### src/rtl/scv_pkg.sv
// Package for the status CSR views block: transaction and configuration types,
// command, view and register index codes, layout constants and helper functions.
// No dependencies.
`default_nettype none

package scv_pkg;

    localparam int unsigned XLEN = 64;

    localparam logic [2:0] CMD_READ  = 3'd0;
    localparam logic [2:0] CMD_WRITE = 3'd1;
    localparam logic [2:0] CMD_SET   = 3'd2;
    localparam logic [2:0] CMD_CLEAR = 3'd3;
    localparam logic [2:0] CMD_MPP   = 3'd4;

    localparam logic [1:0] VIEW_MACHINE = 2'd0;
    localparam logic [1:0] VIEW_SUPER   = 2'd1;
    localparam logic [1:0] VIEW_USER    = 2'd2;

    localparam logic [2:0] CFG_RESET_VALUE   = 3'd0;
    localparam logic [2:0] CFG_VISIBLE_MASK  = 3'd1;
    localparam logic [2:0] CFG_MACHINE_WMASK = 3'd2;
    localparam logic [2:0] CFG_SUPER_WMASK   = 3'd3;
    localparam logic [2:0] CFG_USER_WMASK    = 3'd4;
    localparam logic [2:0] CFG_XLEN_IS_64    = 3'd5;
    localparam logic [2:0] CFG_HAS_USER      = 3'd6;
    localparam logic [2:0] CFG_HAS_SUPER     = 3'd7;

    localparam logic [XLEN-1:0] NARROW_COVER = 64'hC000_0000_03FF_FFFF;
    localparam logic [1:0]      XL_CODE_64   = 2'b10;
    localparam logic [1:0]      XL_CODE_32   = 2'b01;
    localparam int unsigned     MPP_LSB      = 11;

    typedef struct packed {
        logic [2:0]      command;
        logic [1:0]      view;
        logic            narrow_layout;
        logic [XLEN-1:0] data_value;
    } scv_req_t;

    typedef struct packed {
        logic [XLEN-1:0] read_data;
        logic            interrupt_check;
    } scv_rsp_t;

    typedef struct packed {
        logic [XLEN-1:0] reset_value;
        logic [XLEN-1:0] visible_mask;
        logic [XLEN-1:0] machine_write_mask;
        logic [XLEN-1:0] super_write_mask;
        logic [XLEN-1:0] user_write_mask;
        logic            xlen_is_64;
        logic            has_user;
        logic            has_supervisor;
    } scv_cfg_t;

    localparam scv_cfg_t CFG_AT_RESET = '{
        reset_value:        64'd0,
        visible_mask:       {XLEN{1'b1}},
        machine_write_mask: {XLEN{1'b1}},
        super_write_mask:   64'd0,
        user_write_mask:    64'd0,
        xlen_is_64:         1'b1,
        has_user:           1'b1,
        has_supervisor:     1'b1
    };

    function automatic logic [XLEN-1:0] scv_narrow_of(input logic [XLEN-1:0] v);
        return {32'd0, v[63:62], v[29:0]};
    endfunction

    function automatic logic [XLEN-1:0] scv_wide_of(input logic [31:0] w);
        return {w[31:30], 36'd0, w[25:0]};
    endfunction

    function automatic logic [XLEN-1:0] scv_reload(input scv_cfg_t c);
        logic [1:0] code;
        logic [3:0] fields;
        code   = c.xlen_is_64 ? XL_CODE_64 : XL_CODE_32;
        fields = {c.has_supervisor ? code : 2'b00, c.has_user ? code : 2'b00};
        return c.reset_value | {28'd0, fields, 32'd0};
    endfunction

endpackage

`default_nettype wire

### src/rtl/scv_update.sv
// Next-status and response logic for one status CSR transaction.
// Depends on scv_pkg.
`default_nettype none

module scv_update
    import scv_pkg::*;
(
    input  wire scv_req_t        req,
    input  wire scv_cfg_t        cfg,
    input  wire logic [XLEN-1:0] status,
    output logic [XLEN-1:0]      status_next,
    output scv_rsp_t             rsp
);

    logic [XLEN-1:0] mask;
    logic [XLEN-1:0] data;
    logic [XLEN-1:0] seen;
    logic [1:0]      mpp_code;
    logic            refuse;
    logic            updated;

    always_comb
    begin
        case (req.view)
            VIEW_MACHINE: mask = cfg.machine_write_mask;
            VIEW_SUPER:   mask = cfg.super_write_mask;
            VIEW_USER:    mask = cfg.user_write_mask;
            default:      mask = '0;
        endcase

        data = req.data_value;
        if (req.narrow_layout)
        begin
            mask = mask & NARROW_COVER;
            data = scv_wide_of(req.data_value[31:0]);
        end

        mpp_code = req.data_value[1:0];
        refuse   = ((mpp_code == 2'd0) && !cfg.has_user) ||
                   ((mpp_code == 2'd1) && !cfg.has_supervisor);

        status_next = status;
        updated     = 1'b0;
        case (req.command)
            CMD_WRITE:
            begin
                status_next = (status & ~mask) | (data & mask);
                updated     = 1'b1;
            end
            CMD_SET:
            begin
                status_next = status | (data & mask);
                updated     = 1'b1;
            end
            CMD_CLEAR:
            begin
                status_next = status & ~(data & mask);
                updated     = 1'b1;
            end
            CMD_MPP:
            begin
                if (!refuse)
                begin
                    status_next = status;
                    status_next[MPP_LSB +: 2] = mpp_code;
                    updated     = 1'b1;
                end
            end
            default:
            begin
                status_next = status;
                updated     = 1'b0;
            end
        endcase

        seen                = status_next & cfg.visible_mask;
        rsp.read_data       = req.narrow_layout ? scv_narrow_of(seen) : seen;
        rsp.interrupt_check = updated && (status_next[3:0] != 4'd0);
    end

endmodule

`default_nettype wire

### src/rtl/status_csr_views.sv
// Each transaction is held in the input register and its response in the output register.
// Throughput: one transaction per cycle unless out_ready stalls the output; status is updated
// as the item leaves the input register, so each item sees every earlier update.
// Reset: configuration returns to its defaults, status to the reset formula, both
// pipeline registers empty. Configuration writes are always ready.
// Depends on scv_pkg and scv_update.
`default_nettype none

module status_csr_views
    import scv_pkg::*;
(
    input  wire             clk,
    input  wire             rst_n,
    input  wire             in_valid,
    output logic            in_ready,
    input  wire scv_req_t   in_item,
    output logic            out_valid,
    input  wire             out_ready,
    output scv_rsp_t        out_item,
    input  wire             cfg_valid,
    output logic            cfg_ready,
    input  wire [2:0]       cfg_index,
    input  wire [XLEN-1:0]  cfg_data
);

    scv_cfg_t        cfg_reg;
    scv_cfg_t        cfg_next;
    logic            reload;
    logic [XLEN-1:0] status_reg;
    logic [XLEN-1:0] status_next;
    logic [XLEN-1:0] upd_status;
    logic            s1_valid_reg;
    scv_req_t        s1_reg;
    logic            out_valid_reg;
    scv_rsp_t        out_reg;
    scv_rsp_t        upd_rsp;
    logic            s1_advance;

    scv_update u_update (
        .req         (s1_reg),
        .cfg         (cfg_reg),
        .status      (status_reg),
        .status_next (upd_status),
        .rsp         (upd_rsp)
    );

    assign cfg_ready  = 1'b1;
    assign s1_advance = s1_valid_reg && (!out_valid_reg || out_ready);
    assign in_ready   = !s1_valid_reg || s1_advance;
    assign out_valid  = out_valid_reg;
    assign out_item   = out_reg;

    always_comb
    begin
        cfg_next = cfg_reg;
        reload   = 1'b0;
        if (cfg_valid)
        begin
            case (cfg_index)
                CFG_RESET_VALUE:
                begin
                    cfg_next.reset_value = cfg_data;
                    reload               = 1'b1;
                end
                CFG_VISIBLE_MASK:  cfg_next.visible_mask       = cfg_data;
                CFG_MACHINE_WMASK: cfg_next.machine_write_mask = cfg_data;
                CFG_SUPER_WMASK:   cfg_next.super_write_mask   = cfg_data;
                CFG_USER_WMASK:    cfg_next.user_write_mask    = cfg_data;
                CFG_XLEN_IS_64:
                begin
                    cfg_next.xlen_is_64 = cfg_data[0];
                    reload              = 1'b1;
                end
                CFG_HAS_USER:
                begin
                    cfg_next.has_user = cfg_data[0];
                    reload            = 1'b1;
                end
                CFG_HAS_SUPER:
                begin
                    cfg_next.has_supervisor = cfg_data[0];
                    reload                  = 1'b1;
                end
                default: cfg_next = cfg_reg;
            endcase
        end

        if (reload)
            status_next = scv_reload(cfg_next);
        else if (s1_advance)
            status_next = upd_status;
        else
            status_next = status_reg;
    end

    always_ff @(posedge clk or negedge rst_n)
    begin
        if (!rst_n)
        begin
            cfg_reg       <= CFG_AT_RESET;
            status_reg    <= scv_reload(CFG_AT_RESET);
            s1_valid_reg  <= 1'b0;
            out_valid_reg <= 1'b0;
        end
        else
        begin
            cfg_reg    <= cfg_next;
            status_reg <= status_next;
            if (in_ready)
                s1_valid_reg <= in_valid;
            if (s1_advance)
                out_valid_reg <= 1'b1;
            else if (out_ready)
                out_valid_reg <= 1'b0;
        end
    end

    // hold payload until the next stage takes it
    always_ff @(posedge clk)
    begin
        if (in_valid && in_ready)
            s1_reg <= in_item;
        if (s1_advance)
            out_reg <= upd_rsp;
    end

    a_status_stable: assert property (@(posedge clk) disable iff (!rst_n)
        (!s1_advance && !cfg_valid) |=> $stable(status_reg))
        else $error("status changed without a transaction or configuration write");

    a_read_no_irq: assert property (@(posedge clk) disable iff (!rst_n)
        (s1_advance && (s1_reg.command == CMD_READ)) |=> !out_reg.interrupt_check)
        else $error("read raised the interrupt check");

    a_narrow_upper: assert property (@(posedge clk) disable iff (!rst_n)
        (s1_advance && s1_reg.narrow_layout) |=> (out_reg.read_data[63:32] == 32'd0))
        else $error("narrow response has upper bits set");

    a_out_from_advance: assert property (@(posedge clk) disable iff (!rst_n)
        $rose(out_valid_reg) |-> $past(s1_advance))
        else $error("response appeared without a transaction");

endmodule

`default_nettype wire

### config.mk
export PLATFORM = sky130hd
export DESIGN_NAME = status_csr_views
export DESIGN_NICKNAME = d
export VERILOG_FILES = /design/src/rtl/scv_pkg.sv /design/src/rtl/scv_update.sv /design/src/rtl/status_csr_views.sv
export SDC_FILE = /design/constraint.sdc
export NUM_CORES = 1
export LEC_CHECK = 0
export BUFFER_PORTS_ARGS = -buffer_cell sky130_fd_sc_hd__buf_4
export CORE_MARGIN = 2
export CORE_UTILIZATION = 65
export DETAILED_ROUTE_END_ITERATION = 8
export PLACE_DENSITY = 0.86
export RECOVER_POWER = 100
export SLEW_MARGIN = 30
export SYNTH_ARGS = -nofsm -noshare
export SYNTH_HDL_FRONTEND = slang
export SYNTH_HIERARCHICAL = 1
export SYNTH_SLANG_ARGS = --single-unit
### constraint.sdc
create_clock -name clk -period 7.1 [get_ports clk]
set_input_delay 2.13 -clock clk [delete_from_list [all_inputs] [get_ports clk]]
set_output_delay 2.13 -clock clk [all_outputs]
set_load 0.005 [all_outputs]
==> out/qor.yml, run 1 <==
worstSetupPathType: "flop to flop"
finalWirelength_um: 59150
gp_congestion: 0.8096
fmax_mhz: 183.8
min_from: "cfg_reg[273]"
grt_pass1_wl_um: 91510
fin_cells: 2470
synthArstFlopShare_pct: 74.24
synth_area_leaders: "dfrtp_1, mux2_2, edfxtp_1, dfstp_2, mux2_4"
p_per_area_nw_per_um2: 327.4
io_buffers: 208
outcome: "finished, violations left"
ir_drop_v: 0.0002254
design_area_um2: 27700
yosysMostFrequentCell: "mux2_2"
period_minus_slack_ns: 5.440
cp-start-kind: "flop"
wl_per_cell_um: 23.95
post-route-util_pct: 73.88
grt_pass1_vias: 16879
dp.cells: 2366
setup_viol: 0
cp_num_buf_inv: 4
h-tree-depth: 2
fp.dieH_um: 198.8
endpoint_kind: "flop"
leakage_nw: 11.24
postCtsSetupBuffers: 0
drt_iter0_markers: 1432
fill_cells: 2439
worst_pin_slew_ns: 2.708
fp-row-count: 71
largest_reg_flops: 323
setup_slack_ns: 1.660
syn_area_per_cell_um2: 14.13
netlist_top_cells_count: "mux2_2, dfrtp_1, edfxtp_1"
antenna_found_initial: 4
cts_sinks: 524
start_util_pct: 65.83
synth_seq_area_share_pct: 56.55
cts_tree: "built"
synth-edff-count: 135
nNetsFinal: 2054
synthFlopType: "dfrtp_1"
cp_slowest_stage_delay_ns: 1.82
yosysTopAreaCellShare_pct: 25.96
total_power_mw: 9.069
hold_end: "cfg_reg[273]"
skew_ns: 0.01279
cp_cell_sequence: "clkbuf_1 > clkbuf_1 > buf_12 > mux2i_1 > or4_1 > a32oi_1 > a311oi_1 > inv_1 > mux2_2 > mux2_2"
clk_pin_slew_ns: 0.06
setup_tns_ns: 0
cpLargestDelayFamily: "buffers and inverters"
layout-drive-gt1-share_pct: 41.59
avgViaCountPerCell: 6.519
rrSetupSlack_ns: 1.66
rsz0062_at_grt: "no"
r2r-end: "status_reg[2]"
clk_path_buf_depth: 3
cp_max_fo: 28
crit_slowest_cell: "clkbuf_1"
syn_to_final_growth_pct: 12.24
hold_depth: 1
hold_ws_ns: 0.4775
dp_slack_ns: 2.366
synth_area_um2: 24680
r2r-start: "s1_reg[66]"
clock_latency_ns: 0.61
drc_errors: 0
core_area_um2: 37490
first_pass_iters: 5
overflow: 0
violations: "capacitance limit, slew limit"
synthesis.nets: 1888
required_ns: 7.59
slew_violations: 364
drtAntennaViolNets: 0
cts_hold_buf: 0
yosysTopAreaCell: "dfrtp_1"
dpl-instance-area_um2: 26390
synth_warnings: 6
synth_cells: 1746
fp.dieW_um: 198.8
slew_headroom_pct: -80.50
synthDistinctLibCells: 69
min_path_type: "flop to flop"
grt_max_degree: 135
ios: 210
cp.arrival_ns: 5.93
ys_ff_latch: 524
layout_worst_path_cycle_share_pct: 76.62
die_area_um2: 39540
ctsResizeCount: 0
maxCapViolations: 11
dr_total_vias: 16102
reg2reg_depth: 10
cts_buffers: 53
cts_root_buf: "clkbuf_16"
hpwl_um: 34530
hold_viol: 0
grtUsageTotal_pct: 30.12
==> worst reg2reg max path: cells and delay by family, from the launching register on <==
kind / cells / cell delay [ns]
buffers and inverters: 4 / 3.39
muxes: 3 / 0.86
and+or+nand+nor: 1 / 0.16
DFF: 1 / 0.33
AOI/OAI and AO/OA: 2 / 0.58
==> area by class of cell <==
cell class | count | area, µm² | share of cell area (%)
flip-flops and latches | 524 | 13950 | 50.38
well taps | 511 | 639.4 | 2.308
clock buffers | 86 | 1573 | 5.678
clock inverters | 14 | 126.4 | 0.4562
inverters | 75 | 284.0 | 1.025
repair buffers | 232 | 1717 | 6.198
diodes | 2 | 5.005 | 0.01807
multi-input cells | 1026 | 9399 | 33.93
==> report_power, final <==
part	internal [mW]	switching (mW)
sequential	3.94	0.344
clock	1.58	1.15
combinational	1.08	0.969
total	6.60	2.47
==> cells by family after synthesis <==
family                    count (synthesis)  share of synthesized area (%)
muxes                                   518                          24.27
buffers and inverters                   196                          4.325
other                                     1                        0.01520
AOI/OAI and AO/OA                       223                          7.210
xor gates and xnor gates                  4                         0.1420
and+or+nand+nor                         280                          7.494
DFF                                     524                          56.55
==> worst max path at each step <==
stage | start | to | slack [ns] | depth (start not counted)
3_3_place_gp | out_ready | in_ready | 2.39 | 3
2_1_floorplan | out_ready | in_ready | 2.67 | 1
3_5_place_dp | out_ready | in_ready | 2.37 | 3
5_1_grt | s1_reg[66] | status_reg[2] | 1.50 | 10
4_1_cts | out_ready | in_ready | 2.36 | 3
6_report | s1_reg[66] | status_reg[2] | 1.66 | 10
==> per-layer routing <==
metal / global-route usage, % / part of all wire, %
met1: 38.97 / 40
met2: 50.10 / 49
met3: 5.934 / 8.3
met4: 12.35 / 3.4
met5: 0 / 0.022
==> cells in the final DEF (no fill, tap or decap), types with 11 or more instances in the layout <==
cell	count
mux2_2	383
dfrtp_1	256
edfxtp_1	135
dfstp_2	133
clkbuf_4	118
buf_4	81
inv_1	72
mux2i_1	68
mux2_1	65
o2bb2ai_1	59
nand3b_1	56
nor3_1	56
a31oi_1	56
a41oi_1	56
nand4_1	55
clkbuf_16	55
clkbuf_1	48
and3b_1	31
and2_0	15
and2_1	13
nor2_1	11
No activity file was read; power rests on OpenSTA's default activity.
==> inputs of run 2 (changes only) <==
--- a/config.mk
+++ b/config.mk
@@ -7,9 +7,9 @@
 export LEC_CHECK = 0
 export BUFFER_PORTS_ARGS = -buffer_cell sky130_fd_sc_hd__buf_4
 export CORE_MARGIN = 2
-export CORE_UTILIZATION = 65
+export CORE_UTILIZATION = 60
 export DETAILED_ROUTE_END_ITERATION = 8
-export PLACE_DENSITY = 0.86
+export PLACE_DENSITY = 0.8
 export RECOVER_POWER = 100
 export SLEW_MARGIN = 30
 export SYNTH_ARGS = -nofsm -noshare
==> constraint.sdc (replaced) <==
create_clock -name clk -period 5.7 [get_ports clk]
set_input_delay 1.71 -clock clk [delete_from_list [all_inputs] [get_ports clk]]
set_output_delay 1.71 -clock clk [all_outputs]
set_load 0.005 [all_outputs]
==> run 2 against run 1 <==
  * Die area is 8.2% higher
  * Register-to-register slack worse by 0.51 ns
  * Final area is 1.1% higher
  * Highest routed layer is now met4
  * The flow still finishes with violations (capacitance limit, slew limit)
==> out/qor.yml, run 2 (synthesis gave the netlist of run 1 again) <==
worst_pin_slew_ns: 2.884  # +0.1760 ns
clk_pin_slew_ns: 0.06  # about the same
cts_hold_buf: 0  # unchanged
clockPowerShare_pct: 32.3  # +2.1 points
required_ns: 6.23  # -1.36 ns
grt_max_degree: 109  # -19%
fp.dieH_um: 206.8  # +4.0%
outcome: "finished, violations left"
min_path_type: "flop to flop"
syn_to_final_growth_pct: 13.45
cts_root_buf: "clkbuf_16"
p_int_mw: 8.505  # +29%
layout_worst_path_cycle_share_pct: 80.80
leakage_nw: 11.39  # +1.3%
cp_max_fo: 22  # -21%
io_buffers: 208  # unchanged
overflow: 0  # unchanged
first_pass_iters: 5  # unchanged
hold_viol: 0  # unchanged
gp_congestion: 0.7889  # -2.6%
maxCapViolations: 9  # -2
clk_path_buf_depth: 3  # unchanged
fill_cells: 2829  # +16%
hpwl_um: 35620  # +3.2%
dpl-instance-area_um2: 26510  # +0.48%
ctsResizeCount: 0  # unchanged
cp_cell_sequence: "clkbuf_1 > and4bb_1 > clkbuf_1 > buf_12 > buf_4 > mux2_2"
dp_slack_ns: 1.673  # -0.6928 ns
finalWirelength_um: 59450  # +0.52%
clock_latency_ns: 0.60  # about the same
design_area_um2: 28000  # +1.1%
pwr-share-comb_pct: 21.8  # -0.8 points
cp-start-kind: "input port"
worstSetupPathType: "input port to flop"
setup_slack_ns: 1.094  # -0.5656 ns
violations: "capacitance limit, slew limit"
power_switching_mw: 3.092  # +25%
die_area_um2: 42770  # +8.2%
endpoint_kind: "flop"
antenna_found_initial: 2  # -2
grtUsageTotal_pct: 28.26  # -1.9 points
cts_sinks: 524  # unchanged
cp.arrival_ns: 5.14  # -0.79 ns
period_minus_slack_ns: 4.606
ios: 210  # unchanged
avgViaCountPerCell: 6.405  # -1.7%
h-tree-depth: 2  # unchanged
post-route-util_pct: 68.72  # -5.2 points
cts_tree: "built"
skew_ns: 0.01281  # +0.00001330 ns
start_util_pct: 60.57  # -5.3 points
rsz0062_at_grt: "no"
cpMostUsedCell: "clkbuf_1"
slew_headroom_pct: -92.63  # -12 points
p_per_area_nw_per_um2: 414.2  # +26%
dr_total_vias: 16006  # -0.60%
largest_reg_flops: 323  # unchanged
crit_slowest_cell: "clkbuf_1"
slew_violations: 387  # +6.3%
setup_viol: 0  # unchanged
fp-row-count: 74  # +4.2%
fp.dieW_um: 206.8  # +4.0%
final_common_cell: "mux2_2"
core_area_um2: 40740  # +8.7%
setup_tns_ns: 0  # unchanged
fmax_mhz: 217.1
drt_iter0_markers: 1173  # -18%
wl_per_cell_um: 23.79  # -0.65%
grt_pass1_wl_um: 92740  # +1.3%
postCtsSetupBuffers: 0  # unchanged
nNetsFinal: 2061  # +0.34%
ir_drop_v: 0.0002913  # +29%
mostFrequentLayoutCells: "mux2_2, dfrtp_1, edfxtp_1, dfstp_2, clkbuf_4"
grt_pass1_vias: 16874  # -0.030%
pwr-share-seq_pct: 45.9  # -1.3 points
drc_errors: 0  # unchanged
cp_slowest_stage_delay_ns: 1.17  # -0.65 ns
hold_ws_ns: 0.4820  # +0.004568 ns
cts_buffers: 54  # +1.9%
layout-drive-gt1-share_pct: 42.95  # +1.4 points
drtAntennaViolNets: 0  # unchanged
p_sw_share_pct: 26.66  # -0.53 points
## run 2: cell count changes in the layout (fill, tap and decap cells not counted), sizes merged
| cell | change |
|---|---|
| clkbuf | -9 |
| clkinv | +8 |
| bufinv | +4 |
| buf | +3 |
| clkinvlp | +3 |
| inv | -1 |
## run 2: through the flow
step / instances / power [mW]
2_1_floorplan: 1746 / 7.194
3_3_place_gp: 2390 / 7.789
3_5_place_dp: 2395 / 7.996
4_1_cts: 2497 / 11.76
5_1_grt: 2499 / 12.14
6_report: 2499 / 11.60
## run 2: cell type report
| cell class | instances | area [µm²] | area share, % |
|---|---|---|---|
| sequential | 524 | 13950 | 49.84 |
| inverter | 75 | 284.0 | 1.014 |
| antenna | 2 | 5.005 | 0.01788 |
| clock buffer | 74 | 1612 | 5.756 |
| timing repair buffer | 238 | 1764 | 6.301 |
| tap | 532 | 665.6 | 2.378 |
| multi-input combinational | 1026 | 9402 | 33.58 |
| clock inverter | 28 | 310.3 | 1.108 |
## run 2: power groups by stage
stage                     sequential [mW]  combinational (mW)  clock, mW
after global routing                 5.42                2.77       3.95
after CTS                            5.33                2.63       3.80
after floorplan                      5.25                1.94          0
after global placement               5.33                2.46          0
final                                5.32                2.53       3.74
after detailed placement             5.39                2.61          0
## run 2: per-layer routing
| metal | track usage [%] | vias up | part of all wire, % | wire [µm] |
|---|---|---|---|---|
| met5 | 0 | - | 0 | 0 |
| li1 | - | 6972 | - | - |
| met1 | 37.97 | 8323 | 42 | 25200 |
| met4 | 10.41 | 0 | 3.0 | 1790 |
| met3 | 5.024 | 114 | 6.0 | 3565 |
| met2 | 46.38 | 597 | 49 | 28890 |
## run 2: critical path, delay by kind of cell
kind / cells / cell delay [ns]
buffers and inverters: 4 / 1.95
and+or+nand+nor: 1 / 1.10
muxes: 1 / 0.34
## run 2: path summary, 6_finish.rpt
check	startpoint	end	slack, ns	cells past startpoint
setup / recovery	cfg_valid	cfg_reg[186]	1.09	6
hold / removal	cfg_reg[306]	cfg_reg[306]	0.48	1
hold reg to reg	cfg_reg[306]	cfg_reg[306]	0.48	1
max in group asynchronous	rst_n	cfg_reg[272]	1.59	2
setup reg to reg	s1_reg[65]	status_reg[30]	1.15	7
min in group asynchronous	rst_n	cfg_reg[285]	1.83	1
==> inputs of run 3 (changes only) <==
==> constraint.sdc (replaced) <==
create_clock -name clk -period 4.6 [get_ports clk]
set_input_delay 1.38 -clock clk [delete_from_list [all_inputs] [get_ports clk]]
set_output_delay 1.38 -clock clk [all_outputs]
set_load 0.005 [all_outputs]
==> run 3 against run 2 <==
  * The flow still finishes with violations (capacitance limit, slew limit)
  * Die area did not move
  * Global-route usage up 0.86 points
  * Sequential share of layout area is 0.089 points lower
  * Worst hold slack improved by 0.00069 ns
  * Count of clock-buffer cells in the layout is 1 higher
  * Final cell count rose by 0.28%
  * Critical endpoint is now status_reg[53]
==> out/qor.yml, run 3 (synthesis gave the netlist of run 1 again) <==
grt_max_degree: 104  # -4.6%
mostFrequentLayoutCells: "mux2_2, dfrtp_1, edfxtp_1, dfstp_2, clkbuf_4"
fp.dieH_um: 206.8  # unchanged
fp.dieW_um: 206.8  # unchanged
fin_cells: 2506  # +0.28%
cp_max_fo: 37  # +68%
rsz0062_at_grt: "no"
setup_viol: 0  # unchanged
cts_hold_buf: 0  # unchanged
clock_latency_ns: 0.61  # about the same
first_pass_iters: 7  # +2
hold_ws_ns: 0.4827  # +0.0006870 ns
outcome: "finished, violations left"
clk_pin_slew_ns: 0.06  # about the same
leakage_nw: 11.38  # about the same
violations: "capacitance limit, slew limit"
grt_pass1_wl_um: 94810  # +2.2%
dp.cells: 2402  # +0.29%
slew_violations: 164  # -58%
hpwl_um: 36840  # +3.4%
drc_errors: 0  # unchanged
antenna_found_initial: 2  # unchanged
avgViaCountPerCell: 6.411  # +0.10%
setup_tns_ns: 0  # unchanged
fp-row-count: 74  # unchanged
dp_slack_ns: 1.199  # -0.4743 ns
drt_iter0_markers: 1352  # +15%
overflow: 0  # unchanged
largest_reg_flops: 323  # unchanged
hold_viol: 0  # unchanged
dpl-instance-area_um2: 26640  # +0.47%
gp_congestion: 0.7950  # +0.77%
cts_tree: "built"
worstSetupPathType: "input port to flop"
maxCapViolations: 3  # -6
postCtsSetupBuffers: 0  # unchanged
layout-drive-gt1-share_pct: 42.34  # -0.61 points
p_per_area_nw_per_um2: 511.2  # +23%
fmax_mhz: 274.7
layout_worst_path_cycle_share_pct: 79.14
nNetsFinal: 2068  # +0.34%
cts_root_buf: "clkbuf_16"
final_common_cell: "mux2_2"
slew_headroom_pct: -86.85  # +5.8 points
h-tree-depth: 2  # unchanged
clk_path_buf_depth: 3  # unchanged
dr_total_vias: 16067  # +0.38%
cts_buffers: 54  # unchanged
period_minus_slack_ns: 3.640
worst_pin_slew_ns: 2.803  # -0.08085 ns
cts_sinks: 524  # unchanged
syn_to_final_growth_pct: 13.65
core_area_um2: 40740  # unchanged
wl_per_cell_um: 24.56  # +3.2%
cp.arrival_ns: 4.13  # -1.01 ns
die_area_um2: 42770  # unchanged
grtUsageTotal_pct: 29.12  # +0.86 points
endpoint_kind: "flop"
ir_drop_v: 0.0004390  # +51%
design_area_um2: 28050  # +0.18%
required_ns: 5.08  # -1.15 ns
ios: 210  # unchanged
drtAntennaViolNets: 0  # unchanged
io_buffers: 208  # unchanged
setup_slack_ns: 0.9595  # -0.1348 ns
grt_pass1_vias: 16714  # -0.95%
ctsResizeCount: 0  # unchanged
finalWirelength_um: 61560  # +3.5%
skew_ns: 0.02002  # +0.007210 ns
start_util_pct: 60.57  # unchanged
cp-start-kind: "input port"
fill_cells: 2869  # +1.4%
min_path_type: "flop to flop"
-- run 3: final timing paths --
kind / startpoint / to / slack, ns / cells past startpoint
max: cfg_valid / status_reg[53] / 0.96 / 5
min: cfg_reg[291] / cfg_reg[291] / 0.48 / 1
max reg2reg: s1_reg[66] / status_reg[24] / 1.11 / 7
min reg2reg: cfg_reg[291] / cfg_reg[291] / 0.48 / 1
max in group asynchronous: rst_n / cfg_reg[67] / 1.30 / 1
min in group asynchronous: rst_n / cfg_reg[102] / 1.66 / 1
-- run 3: power by group --
part | switching, mW | internal, mW
logic | 1.52 | 1.68
clock network | 1.82 | 2.71
registers | 0.535 | 6.08
total | 3.87 | 10.5
-- run 3: final cells by class --
cell class	count	area [µm²]	share of cell area, %
flip-flops and latches	524	13950	49.75
multi-input cells	1026	9443	33.67
repair buffers	245	1848	6.589
clock buffers	75	1523	5.429
well taps	532	665.6	2.373
clock inverters	27	324.1	1.155
inverters	75	284.0	1.013
diodes	2	5.005	0.01784
-- run 3: per-stage QoR --
stage	total power [mW]	utilization, %
detailed placement	9.951	65.38
global placement	9.710	65.31
CTS	14.50	69.92
finish	14.34	68.85
floorplan	8.915	-
global route	15.00	68.85
-- run 3: layer usage --
| metal | up-vias | track usage (%) | part of all wire (%) |
|---|---|---|---|
| met5 | - | 0 | 0 |
| met1 | 8272 | 39.85 | 41 |
| met3 | 129 | 4.490 | 6.8 |
| li1 | 6969 | - | - |
| met2 | 697 | 47.25 | 49 |
| met4 | 0 | 11.32 | 3.0 |
-- run 3: critical path: stages --
cell and delay [ns]:
clkbuf_1 0.39, nor4b_4 0.57, clkbuf_2 1.06, mux2_1 0.42
mux2_2 0.27
